`config.mk`:
```
export PLATFORM = sky130hd
export DESIGN_NAME = crc_frame_builder
export DESIGN_NICKNAME = d
export VERILOG_FILES = /design/src/sv/crcfb_pkg.sv /design/src/sv/crcfb_front.sv /design/src/sv/crcfb_queue.sv /design/src/sv/crcfb_back.sv /design/src/sv/crc_frame_builder.sv
export VERILOG_INCLUDE_DIRS = /design/src /design/src/sv
export SDC_FILE = /design/constraint.sdc
export NUM_CORES = 1
export LEC_CHECK = 0
export BUFFER_PORTS_ARGS = -buffer_cell sky130_fd_sc_hd__buf_2
export CAP_MARGIN = 20
export CELL_PAD_IN_SITES_DETAIL_PLACEMENT = 1
export CELL_PAD_IN_SITES_GLOBAL_PLACEMENT = 2
export CORE_MARGIN = 2
export CORE_UTILIZATION = 48
export CTS_CLUSTER_DIAMETER = 30
export DETAILED_ROUTE_END_ITERATION = 16
export PLACE_DENSITY = 0.86
export RECOVER_POWER = 100
export SLEW_MARGIN = 20
export SYNTH_ARGS = -nofsm -noshare
export SYNTH_HDL_FRONTEND = slang
export SYNTH_SLANG_ARGS = --single-unit
```
`constraint.sdc`:
```
create_clock -name i_clk -period 8.95 [get_ports i_clk]
set_input_delay 0.4475 -clock i_clk [delete_from_list [all_inputs] [get_ports i_clk]]
set_output_delay 0.4475 -clock i_clk [all_outputs]
set_load 0.02 [all_outputs]
```
`src/sv/assert_macros.svh`:
```
// Assertion macros shared by the frame builder modules.
// Each macro expects i_clk and i_rst_n in scope.
`ifndef ASSERT_MACROS_SVH
`define ASSERT_MACROS_SVH

// Property must hold at every clock edge out of reset.
`define ASSERT_ALWAYS(label, prop, msg) \
    label: assert property (@(posedge i_clk) disable iff (!i_rst_n) (prop)) else $error(msg);

// Expression must never be true out of reset.
`define ASSERT_NEVER(label, expr, msg) \
    label: assert property (@(posedge i_clk) disable iff (!i_rst_n) !(expr)) else $error(msg);

`endif

```
`src/sv/crcfb_pkg.sv`:
```
// Shared types, constants and CRC step functions of the frame builder.
// No dependencies.
package crcfb_pkg;

    localparam int QDEPTH = 4;
    localparam int QAW    = $clog2(QDEPTH);
    localparam int QCW    = QAW + 1;

    localparam logic [7:0] SYNC0 = 8'hAA;
    localparam logic [7:0] SYNC1 = 8'h09;
    localparam logic [7:0] SYNC2 = 8'h03;
    localparam logic [7:0] MARK0 = 8'hD0;
    localparam logic [7:0] MARK1 = 8'h10;

    // Byte positions within a frame job
    localparam logic [3:0] P_SYNC0  = 4'd0;
    localparam logic [3:0] P_SYNC1  = 4'd1;
    localparam logic [3:0] P_SYNC2  = 4'd2;
    localparam logic [3:0] P_LEN_LO = 4'd3;
    localparam logic [3:0] P_LEN_HI = 4'd4;
    localparam logic [3:0] P_HCRC   = 4'd5;
    localparam logic [3:0] P_SEQ_LO = 4'd6;
    localparam logic [3:0] P_SEQ_HI = 4'd7;
    localparam logic [3:0] P_MARK0  = 4'd8;
    localparam logic [3:0] P_MARK1  = 4'd9;
    localparam logic [3:0] P_TARGET = 4'd10;
    localparam logic [3:0] P_OPCODE = 4'd11;
    localparam logic [3:0] P_CRC_LO = 4'd12;
    localparam logic [3:0] P_CRC_HI = 4'd13;

    typedef enum logic {
        CMD_BEGIN   = 1'b0,
        CMD_PAYLOAD = 1'b1
    } t_cmd;

    typedef enum logic [1:0] {
        K_BEGIN,
        K_DATA,
        K_DATA_LAST,
        K_REFUSE
    } t_kind;

    typedef struct packed {
        t_kind       kind;
        logic [15:0] len;
        logic [15:0] seq;
        logic [7:0]  target;
        logic [7:0]  opcode;
        logic [7:0]  data;
    } t_job;

    // CRC-8/MAXIM, reflected poly 0x8C
    function automatic logic [7:0] crc8_step(input logic [7:0] crc, input logic [7:0] b);
        logic [7:0] c;
        c = crc ^ b;
        for (int i = 0; i < 8; i++) begin
            c = c[0] ? ((c >> 1) ^ 8'h8C) : (c >> 1);
        end
        return c;
    endfunction

    // CRC-16/XMODEM, poly 0x1021 msb first
    function automatic logic [15:0] crc16_step(input logic [15:0] crc, input logic [7:0] b);
        logic [15:0] c;
        c = crc ^ {b, 8'h00};
        for (int i = 0; i < 8; i++) begin
            c = c[15] ? ((c << 1) ^ 16'h1021) : (c << 1);
        end
        return c;
    endfunction

endpackage

```
`src/sv/crcfb_front.sv`:
```
// Front end: accepts items, tracks frame state and sequence number,
// classifies each item into a job. Depends on crcfb_pkg.
`include "assert_macros.svh"
module crcfb_front
    import crcfb_pkg::*;
(
    input  logic        i_clk,
    input  logic        i_rst_n,
    input  logic        i_valid,
    input  logic        i_full,
    input  logic        i_command,
    input  logic [7:0]  i_target_id,
    input  logic [7:0]  i_opcode,
    input  logic [15:0] i_payload_length,
    input  logic [7:0]  i_data_byte,
    output logic        o_push,
    output t_job        o_job
);

    logic        r_frame_open;
    logic [15:0] r_remaining;
    logic [15:0] r_seq;
    logic        n_frame_open;
    logic [15:0] n_remaining;
    logic [15:0] n_seq;
    logic        accept;

    assign accept = i_valid && !i_full;
    assign o_push = accept;

    always_comb begin
        n_frame_open = r_frame_open;
        n_remaining  = r_remaining;
        n_seq        = r_seq;
        o_job.len    = i_payload_length;
        o_job.seq    = r_seq;
        o_job.target = i_target_id;
        o_job.opcode = i_opcode;
        o_job.data   = i_data_byte;
        o_job.kind   = K_REFUSE;
        if (t_cmd'(i_command) == CMD_BEGIN) begin
            if (!r_frame_open) begin
                o_job.kind = K_BEGIN;
                if (accept) begin
                    n_seq        = 16'(r_seq + 16'd1);
                    n_frame_open = (i_payload_length != 16'd0);
                    n_remaining  = i_payload_length;
                end
            end
        end else if (r_frame_open) begin
            o_job.kind = (r_remaining == 16'd1) ? K_DATA_LAST : K_DATA;
            if (accept) begin
                n_remaining  = 16'(r_remaining - 16'd1);
                n_frame_open = (r_remaining != 16'd1);
            end
        end
    end

    always_ff @(posedge i_clk) begin
        if (!i_rst_n) begin
            r_frame_open <= 1'b0;
            r_remaining  <= 16'd0;
            r_seq        <= 16'd0;
        end else begin
            r_frame_open <= n_frame_open;
            r_remaining  <= n_remaining;
            r_seq        <= n_seq;
        end
    end

    `ASSERT_ALWAYS(a_open_has_bytes, r_frame_open |-> (r_remaining != 16'd0), "open frame with no bytes left")

endmodule

```
`src/sv/crcfb_queue.sv`:
```
// Short job queue between front and back end.
// Depends on crcfb_pkg.
`include "assert_macros.svh"
module crcfb_queue
    import crcfb_pkg::*;
(
    input  logic i_clk,
    input  logic i_rst_n,
    input  logic i_push,
    input  t_job i_job,
    input  logic i_pop,
    output logic o_full,
    output logic o_valid,
    output t_job o_job
);

    t_job           r_mem [QDEPTH];
    logic [QAW-1:0] r_wr;
    logic [QAW-1:0] r_rd;
    logic [QCW-1:0] r_count;

    assign o_full  = (r_count == QCW'(QDEPTH));
    assign o_valid = (r_count != '0);
    assign o_job   = r_mem[r_rd];

    always_ff @(posedge i_clk) begin
        if (i_push) begin
            r_mem[r_wr] <= i_job;
        end
    end

    always_ff @(posedge i_clk) begin
        if (!i_rst_n) begin
            r_wr    <= '0;
            r_rd    <= '0;
            r_count <= '0;
        end else begin
            if (i_push) begin
                r_wr <= QAW'(r_wr + 1'b1);
            end
            if (i_pop) begin
                r_rd <= QAW'(r_rd + 1'b1);
            end
            case ({i_push, i_pop})
                2'b10:   r_count <= QCW'(r_count + 1'b1);
                2'b01:   r_count <= QCW'(r_count - 1'b1);
                default: r_count <= r_count;
            endcase
        end
    end

    `ASSERT_NEVER(a_no_overflow, i_push && o_full, "push into full queue")
    `ASSERT_NEVER(a_no_underflow, i_pop && !o_valid, "pop from empty queue")

endmodule

```
`src/sv/crcfb_back.sv`:
```
// Back end: expands jobs into frame bytes, keeps header and frame CRCs,
// drives the registered output. Depends on crcfb_pkg.
`include "assert_macros.svh"
module crcfb_back
    import crcfb_pkg::*;
(
    input  logic       i_clk,
    input  logic       i_rst_n,
    input  logic       i_job_valid,
    input  t_job       i_job,
    input  logic       i_stall,
    output logic       o_pop,
    output logic       o_valid,
    output logic [7:0] o_out_byte,
    output logic       o_last_of_frame,
    output logic       o_error
);

    logic [3:0]  r_idx;
    logic [7:0]  r_crc8;
    logic [15:0] r_crc16;
    logic        r_out_valid;
    logic [7:0]  r_out_byte;
    logic        r_out_last;
    logic        r_out_error;

    logic [3:0]  n_idx;
    logic [7:0]  n_crc8;
    logic [15:0] n_crc16;
    logic [7:0]  hdr_byte;
    logic [7:0]  emit_byte;
    logic        go;
    logic        done;
    logic        refuse;
    logic        is_begin;
    logic        is_crc;

    assign go       = i_job_valid && (!r_out_valid || !i_stall);
    assign refuse   = (i_job.kind == K_REFUSE);
    assign is_begin = (i_job.kind == K_BEGIN);
    assign is_crc   = (r_idx == P_CRC_LO) || (r_idx == P_CRC_HI);

    always_comb begin
        case (r_idx)
            P_SYNC0:  hdr_byte = SYNC0;
            P_SYNC1:  hdr_byte = SYNC1;
            P_SYNC2:  hdr_byte = SYNC2;
            P_LEN_LO: hdr_byte = i_job.len[7:0];
            P_LEN_HI: hdr_byte = i_job.len[15:8];
            P_HCRC:   hdr_byte = r_crc8;
            P_SEQ_LO: hdr_byte = i_job.seq[7:0];
            P_SEQ_HI: hdr_byte = i_job.seq[15:8];
            P_MARK0:  hdr_byte = MARK0;
            P_MARK1:  hdr_byte = MARK1;
            P_TARGET: hdr_byte = i_job.target;
            P_OPCODE: hdr_byte = i_job.opcode;
            P_CRC_LO: hdr_byte = r_crc16[7:0];
            P_CRC_HI: hdr_byte = r_crc16[15:8];
            default:  hdr_byte = 8'h00;
        endcase
    end

    always_comb begin
        if (refuse) begin
            emit_byte = 8'h00;
        end else if (!is_begin && r_idx == P_SYNC0) begin
            emit_byte = i_job.data;
        end else begin
            emit_byte = hdr_byte;
        end
    end

    always_comb begin
        done = refuse
            || (i_job.kind == K_DATA && r_idx == P_SYNC0)
            || (is_begin && r_idx == P_OPCODE && i_job.len != 16'd0)
            || (r_idx == P_CRC_HI);
        n_idx   = r_idx;
        n_crc8  = r_crc8;
        n_crc16 = r_crc16;
        if (go) begin
            if (done) begin
                n_idx = P_SYNC0;
            end else if (!is_begin && r_idx == P_SYNC0) begin
                n_idx = P_CRC_LO;
            end else begin
                n_idx = 4'(r_idx + 4'd1);
            end
            if (is_begin && r_idx <= P_LEN_HI) begin
                n_crc8 = crc8_step((r_idx == P_SYNC0) ? 8'h00 : r_crc8, emit_byte);
            end
            if (r_idx == P_CRC_HI) begin
                n_crc16 = 16'h0000;
            end else if (!refuse && !is_crc) begin
                n_crc16 = crc16_step((is_begin && r_idx == P_SYNC0) ? 16'h0000 : r_crc16,
                                     emit_byte);
            end
        end
    end

    assign o_pop = go && done;

    always_ff @(posedge i_clk) begin
        if (!i_rst_n) begin
            r_idx       <= P_SYNC0;
            r_crc8      <= 8'h00;
            r_crc16     <= 16'h0000;
            r_out_valid <= 1'b0;
        end else begin
            r_idx   <= n_idx;
            r_crc8  <= n_crc8;
            r_crc16 <= n_crc16;
            if (go) begin
                r_out_valid <= 1'b1;
            end else if (!i_stall) begin
                r_out_valid <= 1'b0;
            end
        end
    end

    always_ff @(posedge i_clk) begin
        if (go) begin
            r_out_byte  <= emit_byte;
            r_out_last  <= refuse || (r_idx == P_CRC_HI);
            r_out_error <= refuse;
        end
    end

    assign o_valid         = r_out_valid;
    assign o_out_byte      = r_out_byte;
    assign o_last_of_frame = r_out_last;
    assign o_error         = r_out_error;

    `ASSERT_ALWAYS(a_err_is_last, (r_out_valid && r_out_error) |-> (r_out_last && r_out_byte == 8'h00), "refusal not flagged last with zero byte")
    `ASSERT_NEVER(a_idx_range, r_idx > P_CRC_HI, "byte position out of range")

endmodule

```
`src/sv/crc_frame_builder.sv`:
```
// Top level of the serial frame encoder: front end, job queue, back end.
// Depends on crcfb_pkg, crcfb_front, crcfb_queue, crcfb_back.
//
//  channel  | direction | handshake          | payload
//  ---------+-----------+--------------------+------------------------------------------
//  input    | in        | i_valid / o_stall  | command, target_id, opcode, length, data
//  output   | out       | o_valid / i_stall  | out_byte, last_of_frame, error
//
// Output runs at one byte per cycle while a job is queued and i_stall is low; a payload or
// refused item yields one byte, a final payload byte three, a begin twelve (fourteen for an empty frame).
// Input takes one item per cycle while the four-entry job queue has room.
// o_stall is high only when the job queue is full; i_stall holds the output register
// and the back end. Synchronous active-low reset; no clearing pass.
module crc_frame_builder
    import crcfb_pkg::*;
(
    input  logic        i_clk,
    input  logic        i_rst_n,
    input  logic        i_valid,
    output logic        o_stall,
    input  logic        i_command,
    input  logic [7:0]  i_target_id,
    input  logic [7:0]  i_opcode,
    input  logic [15:0] i_payload_length,
    input  logic [7:0]  i_data_byte,
    output logic        o_valid,
    input  logic        i_stall,
    output logic [7:0]  o_out_byte,
    output logic        o_last_of_frame,
    output logic        o_error
);

    logic push;
    logic pop;
    logic full;
    logic job_valid;
    t_job push_job;
    t_job head_job;

    assign o_stall = full;

    crcfb_front u_front (
        .i_clk            (i_clk),
        .i_rst_n          (i_rst_n),
        .i_valid          (i_valid),
        .i_full           (full),
        .i_command        (i_command),
        .i_target_id      (i_target_id),
        .i_opcode         (i_opcode),
        .i_payload_length (i_payload_length),
        .i_data_byte      (i_data_byte),
        .o_push           (push),
        .o_job            (push_job)
    );

    crcfb_queue u_queue (
        .i_clk   (i_clk),
        .i_rst_n (i_rst_n),
        .i_push  (push),
        .i_job   (push_job),
        .i_pop   (pop),
        .o_full  (full),
        .o_valid (job_valid),
        .o_job   (head_job)
    );

    crcfb_back u_back (
        .i_clk           (i_clk),
        .i_rst_n         (i_rst_n),
        .i_job_valid     (job_valid),
        .i_job           (head_job),
        .i_stall         (i_stall),
        .o_pop           (pop),
        .o_valid         (o_valid),
        .o_out_byte      (o_out_byte),
        .o_last_of_frame (o_last_of_frame),
        .o_error         (o_error)
    );

endmodule

```
==> impl_metrics.ini <==
[outcome]
status = complete, but fails checks
violations = max-capacitance violations, max-slew violations

[cells_and_area]
final_nets = 1139
regArea_sq_um = 8700
antenna_cells = 0
final_common_cell = edfxtp_1
fillers = 2766
area_growth_pct = 21.0
multi_input_area_sq_um = 4790
drive_gt1_frac = 0.168
layout.cells.most_common_list = 242 x edfxtp_1, 76 x nand2_1, 72 x nor2_1, 72 x clkbuf_16, 70 x clkbuf_1

[clock_tree]
cts_resized = 0
tritoncts = yes
numCtsBuffers = 72
cts_setup_buffers = 0
htreeDepth = 3
cts-hold-fix-buffers = 0
cts.clk_slew.worst_paths_ns = 0.05
clock_latency_ns = 0.58
cts.sinks = 313
cts-root-buf = clkbuf_16
clock_path_buffers = 3

[flow_run]
cap_viol_max_count = 6

[drt]
vias_per_cell = 6.03
wl_met2_mm = 19.5
drc = 0
via_count = 9185
top_layer = met4
dr.first_iter.drc_count = 820
wl_met1_mm = 15.9
drt-total-wl_mm = 39.4
wl_met3_mm = 2.52
avgRoutedWirePerCell_microns = 25.9
drtAntennaViolNets = 0
drtPass1Iterations = 5

[sta]
finalHoldViolations = 0
slew_headroom = -1.76
grt_setup_unrepaired = false
slew_violations = 333
tightest_slew_ns = 4.14
setup_viol = 0
skew_ns = 0.0310
period_needed_ns = 6.42
setup_tns_ns = 0
fmax_mhz = 156
finalCritPeriodShare = 0.718

[logic_synthesis]
synth_cell_types = 81
syn_avg_cell_area_sq_um = 14.0
netlist_area_sq_um = 14000
synth_edf_count = 242
synth_cells = 996
synth_seq_cells = 313
synth_warnings = 0
synthArstFlopShare = 0
seq_area_frac_synth = 0.621
synth_nets = 1054
synthFlopType = edfxtp_1

[power]
power_density_nw_per_um2 = 417
p_int_mw = 4.64
power_mw = 7.05
p_sw_mw = 2.41
power_frac_comb = 0.329
swShare = 0.342
power.share.clock = 0.387
p_leak_nw = 5.69
ir_drop_mv = 0.186
seqPwrFrac = 0.284

[global_route]
grt_pass1_wl_mm = 60.5
grt_util_all_layers = 0.262
grt_max_degree = 59
antenna_found_initial = 1
grt_pass1_vias = 9851
overflow = 0

[worst_hold_path]
hold_path.class = in -> reg
min_from = i_target_id[2]

[floorplanning]
dieArea_sq_um = 30500
io_pins = 57
die_w_microns = 175
die_height_microns = 175
num_rows = 62
core-area_sq_um = 28700
start_util = 0.487

[place]
gp_congestion = 0.843
io_buffer_count = 56
dpl.hpwl_mm = 23.1

[worst_setup_path]
crit_type = reg -> reg
cp.required_ns = 9.40
critPathCaptureType = register
crit_fanout = 52
arrival_ns = 6.87
cp-start-kind = register
path summary, 6_finish.rpt:
kind	to	cells past startpoint	slack (ns)
min	u_queue.r_mem[3][18]	1	0.13
max	u_back.r_crc8[4]	9	2.53
min reg2reg	u_back.o_valid	2	0.49
max reg2reg	u_back.r_crc8[4]	9	2.53
per-layer routing:
| metal | vias up | track usage |
|---|---|---|
| met2 | 398 | 0.436 |
| met4 | 0 | 0.103 |
| li1 | 3987 | - |
| met1 | 4688 | 0.332 |
| met3 | 112 | 0.0607 |
| met5 | - | 0 |
layout make-up:
cell class              count  area share
flip-flops and latches    313       0.514
inverters                  27     0.00599
clock buffers              85       0.111
repair buffers             67      0.0160
well taps                 384      0.0284
clock inverters            47      0.0411
multi-input cells         600       0.283
state kept, by name (all words and copies together), names as in the netlist, 3 cells and up, named ones only:
signal and flops:
u_queue.r_count 3, u_back.r_crc16 16, u_back.r_idx 4, u_queue.r_mem 232, u_back.o_out_byte 8, u_front.r_remaining 16, u_front.r_seq 16, u_back.r_crc8 8
Yosys cell counts (5+ instances only):
library cell	n	area (sq um)
a21o_1	5	37.5
inv_1	25	93.8
ha_1	12	150
nand3b_1	5	37.5
and3_1	5	31.3
o21ai_1	5	25.0
buf_2	10	50.1
or3_1	7	43.8
mux4_1	6	158
nor4_1	12	75.1
nand2b_1	11	68.8
xor2_1	31	272
clkbuf_1	28	105
o21ai_0	25	125
a22o_1	5	43.8
and2_1	12	75.1
o22ai_1	14	87.6
nor2_1	72	270
a21oi_1	46	230
edfxtp_1	242	7270
xnor2_1	35	307
mux4_2	40	901
buf_4	6	45.0
nor3_1	11	55.1
a211oi_1	6	45.0
o221ai_1	5	43.8
nand3_1	11	55.1
mux2_2	8	90.1
buf_6	9	101
nand4_1	5	31.3
xnor2_2	5	81.3
mux2i_1	26	260
a22oi_1	11	82.6
nand2_1	76	285
dfxtp_1	71	1420
nor2b_1	10	62.6
critical path, stage by stage (launching register included):
cell       delay (ns)
dfxtp_4          0.58
clkbuf_1         2.51
mux4_2           0.86
o21a_1           0.36
a2111oi_0        0.16
a31oi_1          1.00
xor2_1           0.22
xnor3_1          0.23
mux2_2           0.27
nor2_1           0.09
power by group through the flow:
| stage | clock, mW | combinational (mW) | sequential, mW |
|---|---|---|---|
| detailed placement | 0 | 2.33 | 2.00 |
| global placement | 0 | 2.29 | 1.98 |
| global route | 2.83 | 2.48 | 2.02 |
| CTS | 2.76 | 2.41 | 1.99 |
| floorplan | 0 | 1.84 | 1.95 |
| finish | 2.73 | 2.32 | 2.00 |
cells by family (layout without fill, tap and decap cells):
logic type,Yosys count,in the layout,share of synthesized area
AND/OR/NAND/NOR,249,249,0.0855
adder cells (fa/ha/maj),17,17,0.0152
flip-flops,313,313,0.621
XOR/XNOR,75,75,0.0537
AO/OA/AOI/OAI,179,179,0.0938
multiplexers,80,80,0.101
buffers and inverters,83,226,0.0296
per-stage QoR:
stage	util	setup WS, ns	hold WS, ns	std cells	instance area, sq um
3_3_place_gp	0.506	4.89	0.457	1391	14500
6_report	0.589	2.53	0.135	1523	16900
4_1_cts	0.596	4.64	0.0735	1523	17100
2_1_floorplan	-	5.59	0.438	996	14000
5_1_grt	0.589	2.28	0.145	1523	16900
3_5_place_dp	0.506	4.81	0.474	1391	14500
No activity file was read; power rests on OpenSTA's default activity.
